File: src/hdl/pfifo_pkg.sv
// Shared types and constants for the prefetch FIFO with skid register.
// No dependencies; imported by every module in hdl/.
package pfifo_pkg;

    localparam int ADDR_BITS = 4;
    localparam int DEPTH     = 1 << ADDR_BITS;
    localparam int WORD_W    = 16;
    localparam int COUNT_W   = 5;
    localparam int TDATA_W   = 24;

    localparam logic [COUNT_W-1:0] COUNT_MAX = {COUNT_W{1'b1}};

    typedef logic [ADDR_BITS-1:0] ptr_t;
    typedef logic [WORD_W-1:0]    word_t;
    typedef logic [COUNT_W-1:0]   count_t;

    // One cycle of FIFO stimulus, as unpacked from s_tdata.
    typedef struct packed {
        logic  pop_ready;
        word_t push_data;
        logic  push_req;
        logic  flush;
    } step_t;

    // FIFO outputs for one cycle; packs straight into m_tdata (head_data lowest).
    typedef struct packed {
        count_t occupancy;
        logic   is_empty;
        logic   is_full;
        logic   head_valid;
        word_t  head_data;
    } result_t;

endpackage

File: src/hdl/prefetch_fifo_with_skid.sv
// Top level: stream wrapper around the prefetch FIFO core and its result register.
// Depends on pfifo_pkg, pfifo_core, pfifo_out.
//
//  channel  | direction | payload (tdata, lowest bit up)
//  ---------+-----------+-----------------------------------------------------------
//  s_       | in        | flush[0] push_req[1] push_data[17:2] pop_ready[18], pad to 24
//  m_       | out       | head_data[15:0] head_valid[16] is_full[17] is_empty[18]
//           |           | occupancy[23:19]
//
// Each input transfer is one FIFO cycle and yields one result transfer, registered at
// its edge. Throughput is one transfer per clock while s_tready is high: the core
// update, memory write and memory read into the read-word register share that edge.
// s_tready drops only while a result sits unaccepted with m_tready low.
// Reset (aresetn low, synchronous) empties the FIFO; memory contents are not cleared.
module prefetch_fifo_with_skid (
    input  logic                          aclk,
    input  logic                          aresetn,
    input  logic                          s_tvalid,
    output logic                          s_tready,
    input  logic [pfifo_pkg::TDATA_W-1:0] s_tdata,  // flush, push_req, push_data, pop_ready
    output logic                          m_tvalid,
    input  logic                          m_tready,
    output logic [pfifo_pkg::TDATA_W-1:0] m_tdata   // head_data, head_valid, is_full,
                                                    // is_empty, occupancy
);
    import pfifo_pkg::*;

    step_t   step;
    result_t res;
    logic    step_en;

    assign step.flush     = s_tdata[0];
    assign step.push_req  = s_tdata[1];
    assign step.push_data = s_tdata[WORD_W+1:2];
    assign step.pop_ready = s_tdata[WORD_W+2];

    assign step_en = s_tvalid & s_tready;

    pfifo_core u_core (
        .aclk    (aclk),
        .aresetn (aresetn),
        .step_en (step_en),
        .step    (step),
        .res     (res)
    );

    pfifo_out u_out (
        .aclk       (aclk),
        .aresetn    (aresetn),
        .load       (s_tvalid),
        .res        (res),
        .load_ready (s_tready),
        .m_tvalid   (m_tvalid),
        .m_tready   (m_tready),
        .m_tdata    (m_tdata)
    );

endmodule

File: src/hdl/pfifo_core.sv
// FIFO state: memory, pointers, read word, skid register and item count.
// Advances one FIFO cycle per accepted step. Depends on pfifo_pkg.
module pfifo_core (
    input  logic               aclk,
    input  logic               aresetn,
    input  logic               step_en,
    input  pfifo_pkg::step_t   step,
    output pfifo_pkg::result_t res
);
    import pfifo_pkg::*;

    word_t  mem [DEPTH];
    ptr_t   wr_ptr_reg, wr_ptr_next;
    ptr_t   rd_ptr_reg, rd_ptr_next;
    word_t  read_word_reg;
    logic   read_valid_reg, read_valid_next;
    word_t  skid_word_reg, skid_word_next;
    logic   skid_full_reg, skid_full_next;
    count_t occ_reg, occ_next;

    ptr_t   wr_inc, rd_inc;
    logic   empty, full, head_valid, we, re, handshake;

    assign wr_inc     = ptr_t'(wr_ptr_reg + 1'b1);
    assign rd_inc     = ptr_t'(rd_ptr_reg + 1'b1);
    assign empty      = (wr_ptr_reg == rd_ptr_reg);
    assign full       = (wr_inc == rd_ptr_reg);
    assign head_valid = read_valid_reg | skid_full_reg;
    assign handshake  = step.pop_ready & head_valid;
    assign we         = step.push_req & ~full & ~step.flush;

    // Prefetch: with ready, keep up to two words staged; without, only refill when dry.
    always_comb begin
        re = 1'b0;
        if (!empty && !step.flush) begin
            if (step.pop_ready) begin
                re = ~(read_valid_reg & skid_full_reg);
            end else begin
                re = ~read_valid_reg & ~skid_full_reg;
            end
        end
    end

    always_comb begin
        wr_ptr_next     = wr_ptr_reg;
        rd_ptr_next     = rd_ptr_reg;
        read_valid_next = read_valid_reg;
        skid_word_next  = skid_word_reg;
        skid_full_next  = skid_full_reg;
        occ_next        = occ_reg;
        if (step.flush) begin
            rd_ptr_next     = wr_ptr_reg;
            read_valid_next = 1'b0;
            skid_word_next  = '0;
            skid_full_next  = 1'b0;
            occ_next        = '0;
        end else begin
            if (we && !handshake) begin
                if (occ_reg != COUNT_MAX) occ_next = count_t'(occ_reg + 1'b1);
            end else if (!we && handshake) begin
                if (occ_reg != '0) occ_next = count_t'(occ_reg - 1'b1);
            end
            if (step.pop_ready && skid_full_reg) skid_full_next = 1'b0;
            // read word not taken directly parks in the skid register
            if (read_valid_reg && !(step.pop_ready && !skid_full_reg)) begin
                skid_full_next = 1'b1;
                skid_word_next = read_word_reg;
            end
            if (we) wr_ptr_next = wr_inc;
            if (re) rd_ptr_next = rd_inc;
            read_valid_next = re;
        end
    end

    always_ff @(posedge aclk) begin
        if (!aresetn) begin
            wr_ptr_reg     <= '0;
            rd_ptr_reg     <= '0;
            read_valid_reg <= 1'b0;
            skid_word_reg  <= '0;
            skid_full_reg  <= 1'b0;
            occ_reg        <= '0;
        end else if (step_en) begin
            wr_ptr_reg     <= wr_ptr_next;
            rd_ptr_reg     <= rd_ptr_next;
            read_valid_reg <= read_valid_next;
            skid_word_reg  <= skid_word_next;
            skid_full_reg  <= skid_full_next;
            occ_reg        <= occ_next;
        end
    end

    always_ff @(posedge aclk) begin
        if (step_en && we) mem[wr_ptr_reg] <= step.push_data;
        if (step_en && re) read_word_reg <= mem[rd_ptr_reg];
    end

    assign res.head_data  = skid_full_reg ? skid_word_reg : read_word_reg;
    assign res.head_valid = head_valid;
    assign res.is_full    = full;
    assign res.is_empty   = empty;
    assign res.occupancy  = occ_reg;

`ifndef SYNTH
    a_no_write_when_full: assert property (@(posedge aclk) disable iff (!aresetn)
        (step_en && full) |=> (wr_ptr_reg == $past(wr_ptr_reg)))
        else $error("write pointer moved while full");
    a_no_read_when_empty: assert property (@(posedge aclk) disable iff (!aresetn)
        (step_en && empty) |=> (rd_ptr_reg == $past(rd_ptr_reg)))
        else $error("read pointer moved while empty");
    a_flush_clears: assert property (@(posedge aclk) disable iff (!aresetn)
        (step_en && step.flush) |=> (!head_valid && occ_reg == '0 &&
                                     rd_ptr_reg == $past(wr_ptr_reg)))
        else $error("flush left state behind");
`endif

endmodule

File: src/hdl/pfifo_out.sv
// Result register between the FIFO core and the master stream port.
// Holds one result; loads whenever it is empty or being drained. Depends on pfifo_pkg.
module pfifo_out (
    input  logic                          aclk,
    input  logic                          aresetn,
    input  logic                          load,
    input  pfifo_pkg::result_t            res,
    output logic                          load_ready,
    output logic                          m_tvalid,
    input  logic                          m_tready,
    output logic [pfifo_pkg::TDATA_W-1:0] m_tdata
);
    import pfifo_pkg::*;

    logic    valid_reg;
    result_t data_reg;

    assign load_ready = ~valid_reg | m_tready;

    always_ff @(posedge aclk) begin
        if (!aresetn) begin
            valid_reg <= 1'b0;
        end else if (load_ready) begin
            valid_reg <= load;
        end
    end

    always_ff @(posedge aclk) begin
        if (load && load_ready) data_reg <= res;
    end

    assign m_tvalid = valid_reg;
    assign m_tdata  = TDATA_W'(data_reg);

`ifndef SYNTH
    a_no_overwrite: assert property (@(posedge aclk) disable iff (!aresetn)
        (valid_reg && !m_tready) |-> !load_ready)
        else $error("pending result could be overwritten");
    a_load_shows: assert property (@(posedge aclk) disable iff (!aresetn)
        (load && load_ready) |=> valid_reg)
        else $error("loaded result not presented");
    a_drain_empties: assert property (@(posedge aclk) disable iff (!aresetn)
        (valid_reg && m_tready && !load) |=> !valid_reg)
        else $error("drained result still presented");
`endif

endmodule

File: config.mk
export PLATFORM = sky130hd
export DESIGN_NAME = prefetch_fifo_with_skid
export DESIGN_NICKNAME = d
export VERILOG_FILES = /design/src/hdl/pfifo_pkg.sv /design/src/hdl/prefetch_fifo_with_skid.sv /design/src/hdl/pfifo_core.sv /design/src/hdl/pfifo_out.sv
export SDC_FILE = /design/constraint.sdc
export NUM_CORES = 1
export LEC_CHECK = 0
export ABC_CLOCK_PERIOD_IN_PS = 3100
export BUFFER_PORTS_ARGS = -buffer_cell sky130_fd_sc_hd__clkbuf_2
export CELL_PAD_IN_SITES_DETAIL_PLACEMENT = 2
export CELL_PAD_IN_SITES_GLOBAL_PLACEMENT = 2
export CORE_MARGIN = 1
export CORE_UTILIZATION = 30
export DETAILED_ROUTE_END_ITERATION = 10
export MAX_ROUTING_LAYER = met4
export PLACE_DENSITY = 0.67
export SLEW_MARGIN = 20
export SYNTH_ARGS = -nofsm -noshare
export SYNTH_HDL_FRONTEND = slang
export SYNTH_SLANG_ARGS = --single-unit
export TNS_END_PERCENT = 30
File: constraint.sdc
create_clock -name aclk -period 3.1 [get_ports aclk]
set_input_delay 0.31 -clock aclk [delete_from_list [all_inputs] [get_ports aclk]]
set_output_delay 0.31 -clock aclk [all_outputs]
set_load 0.02 [all_outputs]
==> results of run 1 <==
-- stage by stage --
stage	cells	total power, mW	worst slack, ns
after floorplan	632	5.365	-0.09538
after global placement	1223	5.558	0.3840
after detailed placement	1223	5.583	0.2352
after CTS	1290	9.832	0.2195
after global routing	1290	10.02	0.1543
final	1290	9.683	0.2959
-- report_power, final --
| group | internal [mW] | switching, mW |
|---|---|---|
| combinational | 0.242 | 0.325 |
| clock | 2.50 | 1.71 |
| sequential | 4.88 | 0.0274 |
-- logic make-up (layout without fill, tap and decap cells) --
logic type | count (synthesis) | after routing | share of synthesized area
AO/OA/AOI/OAI | 50 | 50 | 0.02664
XOR/XNOR | 12 | 12 | 0.01054
adder cells (fa/ha/maj) | 11 | 11 | 0.01112
buffers and inverters | 38 | 157 | 0.01405
flip-flops | 328 | 328 | 0.7432
multiplexers | 101 | 101 | 0.1588
AND/OR/NAND/NOR | 92 | 92 | 0.03571
-- layer usage --
layer / GRT usage / up-vias / routed length, um
met2: 0.2463 / 119 / 15430
met1: 0.1879 / 3362 / 13500
met3: 0.02299 / 44 / 934
met5: - / - / 0
li1: - / 2751 / -
met4: 0.03905 / 0 / 550
-- cell usage in the layout (no fill, tap or decap), types with 6 or more instances in the layout --
master	instances
a22oi_1	17
nor2_1	29
xnor2_1	8
nand3_1	6
clkbuf_1	15
nand2_1	14
nand2b_1	6
a21oi_1	10
dfxtp_1	30
buf_4	31
ha_1	9
clkinv_1	6
clkbuf_2	48
mux4_2	80
nor2_2	12
mux2_2	16
edfxtp_1	296
clkbuf_16	39
-- path summary, 6_finish.rpt --
| path | startpoint | end | slack [ns] | cells past startpoint |
|---|---|---|---|---|
| min reg2reg | u_core.skid_word_reg[14]$_SDFFE_PN0P_ | u_core.skid_word_reg[14]$_SDFFE_PN0P_ | 0.50 | 2 |
| min | s_tvalid | u_out.m_tvalid$_SDFFE_PN0N_ | 0.04 | 3 |
| max | u_core.wr_ptr_reg[0]$_SDFFE_PN0P_ | u_core.mem[14][15]$_DFFE_PP_ | 0.30 | 9 |
| max reg2reg | u_core.wr_ptr_reg[0]$_SDFFE_PN0P_ | u_core.mem[14][15]$_DFFE_PP_ | 0.30 | 9 |
-- cell type report --
| cell class | instances | area (um^2) |
|---|---|---|
| clock buffers | 55 | 1046 |
| clock inverters | 12 | 111.4 |
| fillers | 4128 | 26910 |
| inverters | 6 | 22.52 |
| multi-input cells | 266 | 3168 |
| flip-flops and latches | 328 | 9534 |
| well taps | 539 | 674.4 |
| repair buffers | 84 | 573.1 |
-- worst reg2reg max path: stages, from the launching register on --
cell     delay (ns)
dfxtp_1        0.33
inv_1          0.09
ha_1           0.34
xor2_1         0.19
or3_4          0.17
o211a_1        0.23
buf_4          0.18
nand2_1        0.10
nor2_2         0.65
buf_12         0.24
==> impl_metrics.csv, run 1 <==
group,metric,value,unit
clock_network,clkTransAtPathRegs,0.06,ns
clock_network,cts_hold_buf,0,
synthesis,syn_area_per_cell,20.29,um^2
detailed_routing,viasPerCell,4.865,
final_layout,final_util,0.3599,
detailed_routing,wl,30420,um
synthesis,syn_area,12820,um^2
detailed_routing,drt_iter0_markers,425,
place,postPlaceCellArea,13970,um^2
synthesis,yosys.area.top_type,"edfxtp_1",
clock_network,clk_latency,0.53,ns
synthesis,ys_warn_count,0,
sta,setup_viol,0,
detailed_routing,drc,0,
floorplan,initial_utilization,0.3050,
floorplan,die_width,208.7,um
place,gp_congestion,0.6991,
synthesis,ys_async_sr_fraction,0,
floorplan,rows,75,
floorplan,io_pins,54,
sta,rsz0062_at_grt,"no",
synthesis,synth.distinct_cells,52,
final_layout,num_antenna_cells,0,
global_route,grt_usage,0.1477,
pwr,leakage,4.822,nW
worst_setup_path,worstSetupPathType,"reg -> reg",
clock_network,cts_setup_buffers,0,
detailed_routing,antenna_left,0,
job,drv_cap,0,
clock_network,cts_resized,0,
worst_setup_path,cp-end-kind,"register",
worst_setup_path,cp.buffers_inverters,3,
synthesis,synthTopCellsByArea,"edfxtp_1 (69%), mux4_2 (14%), dfxtp_1 (5.0%)",
worst_setup_path,crit_chain,"inv_1, ha_1, xor2_1, or3_4, o211a_1, buf_4, nand2_1, nor2_2, buf_12",
clock_network,ctsRootBufferMaster,"clkbuf_16",
global_route,antenna_found_initial,1,
final_layout,stdcell_area,15130,um^2
worst_setup_path,required,3.33,ns
floorplan,die_y,208.7,um
place,port_buffers,48,
synthesis,synthCells,632,
sta,worst_pin_slew,0.9982,ns
sta,maxSlewHeadroom,0.3338,
run_status,status,"completed",
final_layout,drive_gt1_frac,0.3395,
synthesis,ys_top_cells_by_count,"edfxtp_1 (296), mux4_2 (80), nor2_1 (41)",
clock_network,htreeDepth,2,
clock_network,cts_tree,"built",
min_path,hp-class,"in -> reg",
floorplan,design.die.area,43570,um^2
worst_setup_path,slowest_stage,"nor2_2",
final_layout,top_register,"u_core.mem",
detailed_routing,wire_per_inst,23.58,um
sta,slew_viol_final,0,
floorplan,core,42040,um^2
clock_network,cts_buffers,37,
worst_setup_path,critical_path.top_delay_family,"simple AND/OR/NAND/NOR gates",
global_route,grt_pass1_vias,6889,
final_layout,syn_to_final_growth,17.99,%
global_route,overflow,0,
final_layout,nets,761,
sta,fin_skew,0.01187,ns
worst_setup_path,cp-start-kind,"register",
sta,period_share,0.9046,
sta,tns,0,ns
global_route,grt_first_pass_wirelength,45840,um
detailed_routing,vias,6276,
pwr,power_density,640.0,nW/um^2
global_route,grt_max_degree,70,
pwr,ir_drop,0.0003127,V
worst_setup_path,critPathMaxFanout,9,
sta,fin_crit,2.804,ns
clock_network,cts_sinks,328,
synthesis,yosysSeqAreaShare,0.7432,
synthesis,synth_edf_count,296,
final_layout,largest_reg_flops,256,
worst_setup_path,critical_path.max_stage_delay,0.65,ns
synthesis,yosysMostFrequentCell,"edfxtp_1",
detailed_routing,drtPass1Iterations,4,
sta,hold_ws,0.03847,ns
synthesis,ys_seq_elements,328,
sta,max_freq,356.6,MHz
clock_network,max-clock-path-buffers,3,
synthesis,ys.flop_type,"edfxtp_1",
synthesis,synth_top_area_share,0.6932,
sta,final_hold_viol_count,0,
synthesis,synth_nets,670,
worst_setup_path,crit_arrival,3.04,ns
place,dp_hpwl,18280,um
Power figures use the tool's default switching activity.
==> inputs of run 2 (changes only) <==
--- a/config.mk
+++ b/config.mk
@@ -7,13 +7,14 @@
 export LEC_CHECK = 0
 export ABC_CLOCK_PERIOD_IN_PS = 3100
 export BUFFER_PORTS_ARGS = -buffer_cell sky130_fd_sc_hd__clkbuf_2
-export CELL_PAD_IN_SITES_DETAIL_PLACEMENT = 2
+export CELL_PAD_IN_SITES_DETAIL_PLACEMENT = 1
 export CELL_PAD_IN_SITES_GLOBAL_PLACEMENT = 2
 export CORE_MARGIN = 1
 export CORE_UTILIZATION = 30
 export DETAILED_ROUTE_END_ITERATION = 10
 export MAX_ROUTING_LAYER = met4
 export PLACE_DENSITY = 0.67
+export REMOVE_ABC_BUFFERS = 1
 export SLEW_MARGIN = 20
 export SYNTH_ARGS = -nofsm -noshare
 export SYNTH_HDL_FRONTEND = slang
==> run 2 against run 1 <==
Effect of this change: sequential share of layout area increased by 0.35 points; global-route usage is 1.3 points lower; total power down 2.4%; final cell count down 0.62%; worst hold slack improved by 0.0019 ns; clock power decreased by 5.5%; worst setup slack got worse by 0.066 ns; clock-buffer cell count decreased by 12; first-iteration DRC count grew 13%; largest power group unchanged; highest routed layer unchanged.
==> impl_metrics.csv, run 2 (synthesized netlist as in run 1, its figures left out) <==
group,metric,value,unit
final_layout,stdcell_area,15050,um^2
sta,worst_pin_slew,1.070,ns
final_layout,instances_no_fill,1282,
sta,max_freq,348.4,MHz
clock_network,cts_setup_buffers,0,
sta,period_share,0.9258,
final_layout,n_fill_cell,4163,
sta,maxSlewHeadroom,0.2864,
worst_setup_path,slowest_stage,"nor2_2",
min_path,hp-class,"in -> reg",
worst_setup_path,required,3.31,ns
clock_network,cts_resized,0,
floorplan,core,42040,um^2
global_route,antenna_found_initial,2,
sta,tns,0,ns
worst_setup_path,cp.buffers_inverters,3,
place,gp_congestion,0.7263,
final_layout,nets,756,
clock_network,max-clock-path-buffers,3,
run_status,status,"completed",
worst_setup_path,worstSetupPathType,"reg -> reg",
detailed_routing,wl,27740,um
sta,rsz0062_at_grt,"no",
final_layout,top_register,"u_core.mem",
clock_network,htreeDepth,2,
sta,final_hold_viol_count,0,
final_layout,layout_common_cells,"edfxtp_1 (296), mux4_2 (80), clkbuf_2 (48)",
final_layout,largest_reg_flops,256,
floorplan,die_width,208.7,um
floorplan,initial_utilization,0.3050,
clock_network,cts_hold_buf,0,
sta,fin_skew,0.01226,ns
floorplan,design.die.area,43570,um^2
job,drv_cap,0,
floorplan,die_y,208.7,um
detailed_routing,drtPass1Iterations,6,
global_route,grt_usage,0.1345,
pwr,totalPowerFinal,9.447,mW
worst_setup_path,cp-start-kind,"register",
clock_network,cts_sinks,328,
global_route,overflow,0,
sta,setup_viol,0,
place,dp_worst_setup_slack,0.05798,ns
worst_setup_path,cp-end-kind,"register",
place,dp.cells,1220,
clock_network,cts_tree,"built",
pwr,ir_drop,0.0003134,V
detailed_routing,drt_iter0_markers,479,
worst_setup_path,reg2reg_slack,0.23,ns
sta,fin_ws,0.2299,ns
worst_setup_path,crit_arrival,3.08,ns
global_route,grt_max_degree,70,
place,port_buffers,48,
pwr,power_density,627.8,nW/um^2
detailed_routing,viasPerCell,4.743,
detailed_routing,antenna_left,0,
place,dp_hpwl,16740,um
floorplan,rows,75,
clock_network,cts_buffers,35,
final_layout,final_common_cell,"edfxtp_1",
clock_network,ctsRootBufferMaster,"clkbuf_16",
clock_network,clk_latency,0.52,ns
worst_setup_path,crit_top_cell,"buf_4",
final_layout,syn_to_final_growth,17.35,%
floorplan,io_pins,54,
place,postPlaceCellArea,13940,um^2
sta,slew_viol_final,0,
worst_setup_path,critical_path.top_delay_family,"simple AND/OR/NAND/NOR gates",
worst_setup_path,critical_path.max_stage_delay,0.58,ns
clock_network,clkTransAtPathRegs,0.06,ns
sta,fin_crit,2.870,ns
detailed_routing,vias,6080,
global_route,grt_first_pass_wirelength,42320,um
worst_setup_path,crit_chain,"inv_1, ha_1, xor2_1, or3_4, o211a_1, buf_4, nand2_4, nor2_2, buf_4",
final_layout,drive_gt1_frac,0.3423,
global_route,grt_pass1_vias,6508,
worst_setup_path,critPathMaxFanout,9,
detailed_routing,wire_per_inst,21.64,um
pwr,leakage,4.762,nW
detailed_routing,drc,0,
-- run 2: cell types whose count changed in the layout (fill, tap and decap cells not counted), moves of 3 or more --
cell	previous run	this run
nor2_4	0	4
clkinv_2	1	5
nor2_2	12	8
nor3_4	0	3
clkbuf_16	39	35
nor3_2	5	2
clkbuf_1	15	7
-- run 2: layer usage --
metal | part of all wire | up-vias | track usage
met5 | 0 | - | -
met4 | 0.021 | 0 | 0.03905
met3 | 0.040 | 48 | 0.02390
met2 | 0.47 | 101 | 0.2101
met1 | 0.46 | 3182 | 0.1800
li1 | - | 2749 | -
-- run 2: path summary, 6_finish.rpt --
check | from | endpoint | cells after the start
min | s_tvalid | u_out.m_tvalid$_SDFFE_PN0N_ | 3
max reg2reg | u_core.wr_ptr_reg[0]$_SDFFE_PN0P_ | u_core.mem[11][0]$_DFFE_PP_ | 9
min reg2reg | u_core.skid_word_reg[1]$_SDFFE_PN0P_ | u_core.skid_word_reg[1]$_SDFFE_PN0P_ | 2
max | u_core.wr_ptr_reg[0]$_SDFFE_PN0P_ | u_core.mem[11][0]$_DFFE_PP_ | 9
-- run 2: layout make-up --
type | instances | area (um^2) | area share
clock buffer | 43 | 915.9 | 0.06087
inverter | 6 | 22.52 | 0.001497
tap | 539 | 674.4 | 0.04482
clock inverter | 18 | 165.2 | 0.01098
timing repair buffer | 81 | 525.5 | 0.03492
sequential | 328 | 9534 | 0.6336
multi-input combinational | 266 | 3207 | 0.2131
antenna | 1 | 2.502 | 0.0001663
-- run 2: per-stage QoR --
| step | util | hold WS, ns |
|---|---|---|
| 2_1_floorplan | - | 0.4089 |
| 3_3_place_gp | 0.3312 | 0.4719 |
| 3_5_place_dp | 0.3316 | 0.4833 |
| 4_1_cts | 0.3573 | 0.01583 |
| 5_1_grt | 0.3579 | 0.05467 |
| 6_report | 0.3579 | 0.04042 |
-- run 2: worst register-to-register path, cell delays in order (launching register included) --
cell     delay [ns]
dfxtp_1        0.38
inv_1          0.10
ha_1           0.33
xor2_1         0.16
or3_4          0.16
o211a_1        0.23
buf_4          0.16
nand2_4        0.09
nor2_2         0.58
buf_4          0.35
-- run 2: where the power goes --
group          internal, mW  switching [mW]  leakage (nW)  total [mW]
Sequential             4.88          0.0255          2.94        4.90
Combinational         0.242           0.320          1.29       0.562
Clock                  2.28            1.70         0.527        3.98
Total                  7.40            2.05          4.76        9.45
==> inputs of run 3 (changes only) <==
--- a/config.mk
+++ b/config.mk
@@ -9,6 +9,7 @@
 export BUFFER_PORTS_ARGS = -buffer_cell sky130_fd_sc_hd__clkbuf_2
 export CELL_PAD_IN_SITES_DETAIL_PLACEMENT = 1
 export CELL_PAD_IN_SITES_GLOBAL_PLACEMENT = 2
+export CORE_ASPECT_RATIO = 1.2
 export CORE_MARGIN = 1
 export CORE_UTILIZATION = 30
 export DETAILED_ROUTE_END_ITERATION = 10
==> constraint.sdc (replaced) <==
create_clock -name aclk -period 3.1 [get_ports aclk]
set_input_delay 0.31 -clock aclk [delete_from_list [all_inputs] [get_ports aclk]]
set_output_delay 0.31 -clock aclk [all_outputs]
set_load 0.01 [all_outputs]
==> run 3 against run 2 <==
Effect of this change: clock power barely moved; critical path type unchanged; critical path depth fell by 1; highest routed layer unchanged; clock skew rose by 0.0059 ns; combinational power fell by 3.9%; critical endpoint is now u_core.mem[3][1]$_DFFE_PP_.
==> impl_metrics.csv, run 3 (synthesized netlist as in run 1, its figures left out) <==
group,metric,value,unit
run_status,status,"completed",
sta,hold_ws,0.03452,ns
clock_network,cts_setup_buffers,0,
global_route,grt_max_degree,70,
clock_network,max-clock-path-buffers,3,
worst_setup_path,critical_path.max_stage_delay,0.83,ns
worst_setup_path,critPathMaxFanout,9,
worst_setup_path,r2r-start,"u_core.wr_ptr_reg[0]$_SDFFE_PN0P_",
clock_network,ctsRootBufferMaster,"clkbuf_16",
min_path,hp-class,"in -> reg",
detailed_routing,wire_per_inst,21.49,um
clock_network,clkTransAtPathRegs,0.06,ns
floorplan,die_width,190.7,um
final_layout,top_register,"u_core.mem",
worst_setup_path,required,3.31,ns
worst_setup_path,reg2reg_slack,0.14,ns
sta,slew_viol_final,0,
clock_network,cts_resized,0,
worst_setup_path,crit_top_cell,"buf_4",
sta,setup_viol,0,
worst_setup_path,slowest_stage,"nor3_2",
worst_setup_path,cp-start-kind,"register",
sta,max_freq,337.9,MHz
sta,worst_pin_slew,1.090,ns
min_path,min_path_cells,3,
floorplan,die_y,228.5,um
detailed_routing,antenna_left,0,
sta,tns,0,ns
worst_setup_path,worstSetupPathType,"reg -> reg",
final_layout,num_antenna_cells,0,
global_route,grt_pass1_vias,6591,
worst_setup_path,cp-end-kind,"register",
worst_setup_path,crit_arrival,3.17,ns
job,drv_cap,0,
worst_setup_path,cp.buffers_inverters,2,
clock_network,clk_latency,0.53,ns
final_layout,final_common_cell,"edfxtp_1",
detailed_routing,viasPerCell,4.777,
detailed_routing,vias,6134,
floorplan,io_pins,54,
detailed_routing,drt_iter0_markers,350,
global_route,antenna_found_initial,0,
clock_network,cts_tree,"built",
detailed_routing,drtPass1Iterations,4,
final_layout,nets,753,
pwr,power_density,628.3,nW/um^2
floorplan,initial_utilization,0.3056,
worst_setup_path,critical_path.top_delay_family,"simple AND/OR/NAND/NOR gates",
final_layout,syn_to_final_growth,16.94,%
place,port_buffers,48,
detailed_routing,wl,27600,um
pwr,leakage,4.758,nW
final_layout,drive_gt1_frac,0.3388,
clock_network,cts_buffers,34,
pwr,totalPowerFinal,9.421,mW
sta,rsz0062_at_grt,"no",
worst_setup_path,ff2ff_path_depth,8,
detailed_routing,drc,0,
clock_network,cts_sinks,328,
global_route,overflow,0,
floorplan,rows,82,
floorplan,design.die.area,43570,um^2
place,gp_congestion,0.7278,
sta,fin_skew,0.01815,ns
worst_setup_path,crit_cells,8,
final_layout,final_util,0.3573,
pwr,ir_drop,0.0002996,V
sta,fin_crit,2.960,ns
clock_network,cts_hold_buf,0,
floorplan,core,41960,um^2
min_path,hold_path.startpoint,"s_tvalid",
global_route,grt_usage,0.1353,
min_path,min_to,"u_out.m_tvalid$_SDFFE_PN0N_",
final_layout,largest_reg_flops,256,
final_layout,layout_common_cells,"edfxtp_1 (296), mux4_2 (80), clkbuf_2 (48)",
place,dp_hpwl,16600,um
sta,final_hold_viol_count,0,
sta,maxSlewHeadroom,0.2695,
sta,period_share,0.9547,
clock_network,htreeDepth,2,
worst_setup_path,r2r_end,"u_core.mem[3][1]$_DFFE_PP_",
worst_setup_path,crit_chain,"buf_4, ha_1, xor3_1, or3_4, o211a_1, nand2_4, nor3_2, buf_4",
global_route,grt_first_pass_wirelength,42490,um
[run 3: final cells by class]
class / instances / area, um^2
inverter: 6 / 22.52
clock inverter: 13 / 131.4
multi-input combinational: 266 / 3188
timing repair buffer: 79 / 498.0
sequential: 328 / 9534
clock buffer: 46 / 937.1
tap: 546 / 683.2
fill: 4108 / 26970
[run 3: per-stage QoR]
step / cells / setup WS, ns / instance area [um^2]
after floorplan: 600 / -2.128 / 12660
after global placement: 1225 / 0.1588 / 13910
after detailed placement: 1225 / 0.08262 / 13910
after CTS: 1284 / 0.04983 / 14980
after global routing: 1284 / 0.02590 / 14990
final: 1284 / 0.1404 / 14990
[run 3: power breakdown]
group	internal [mW]	switching, mW
Combinational	0.242	0.299
Clock	2.30	1.68
Sequential	4.88	0.0252
[run 3: worst max path at each step]
stage,from,to
3_3_place_gp,u_core.wr_ptr_reg[0]$_SDFFE_PN0P_,u_core.mem[6][3]$_DFFE_PP_
6_report,u_core.wr_ptr_reg[0]$_SDFFE_PN0P_,u_core.mem[3][1]$_DFFE_PP_
2_1_floorplan,u_core.rd_ptr_reg[0]$_SDFFE_PN0P_,u_core.mem[2][0]$_DFFE_PP_
4_1_cts,u_core.wr_ptr_reg[0]$_SDFFE_PN0P_,u_core.mem[3][9]$_DFFE_PP_
3_5_place_dp,u_core.wr_ptr_reg[0]$_SDFFE_PN0P_,u_core.mem[3][8]$_DFFE_PP_
5_1_grt,u_core.wr_ptr_reg[1]$_SDFFE_PN0P_,u_core.mem[3][12]$_DFFE_PP_
[run 3: worst min-delay path: stages]
cell      delay [ns]
clkbuf_2        0.09
inv_1           0.04
a21boi_0        0.06
[run 3: metal layers]
metal / share of wire / global-route usage
met1: 0.44 / 0.1732
met2: 0.50 / 0.2222
met3: 0.039 / 0.01935
met4: 0.019 / 0.03950
met5: 0 / -
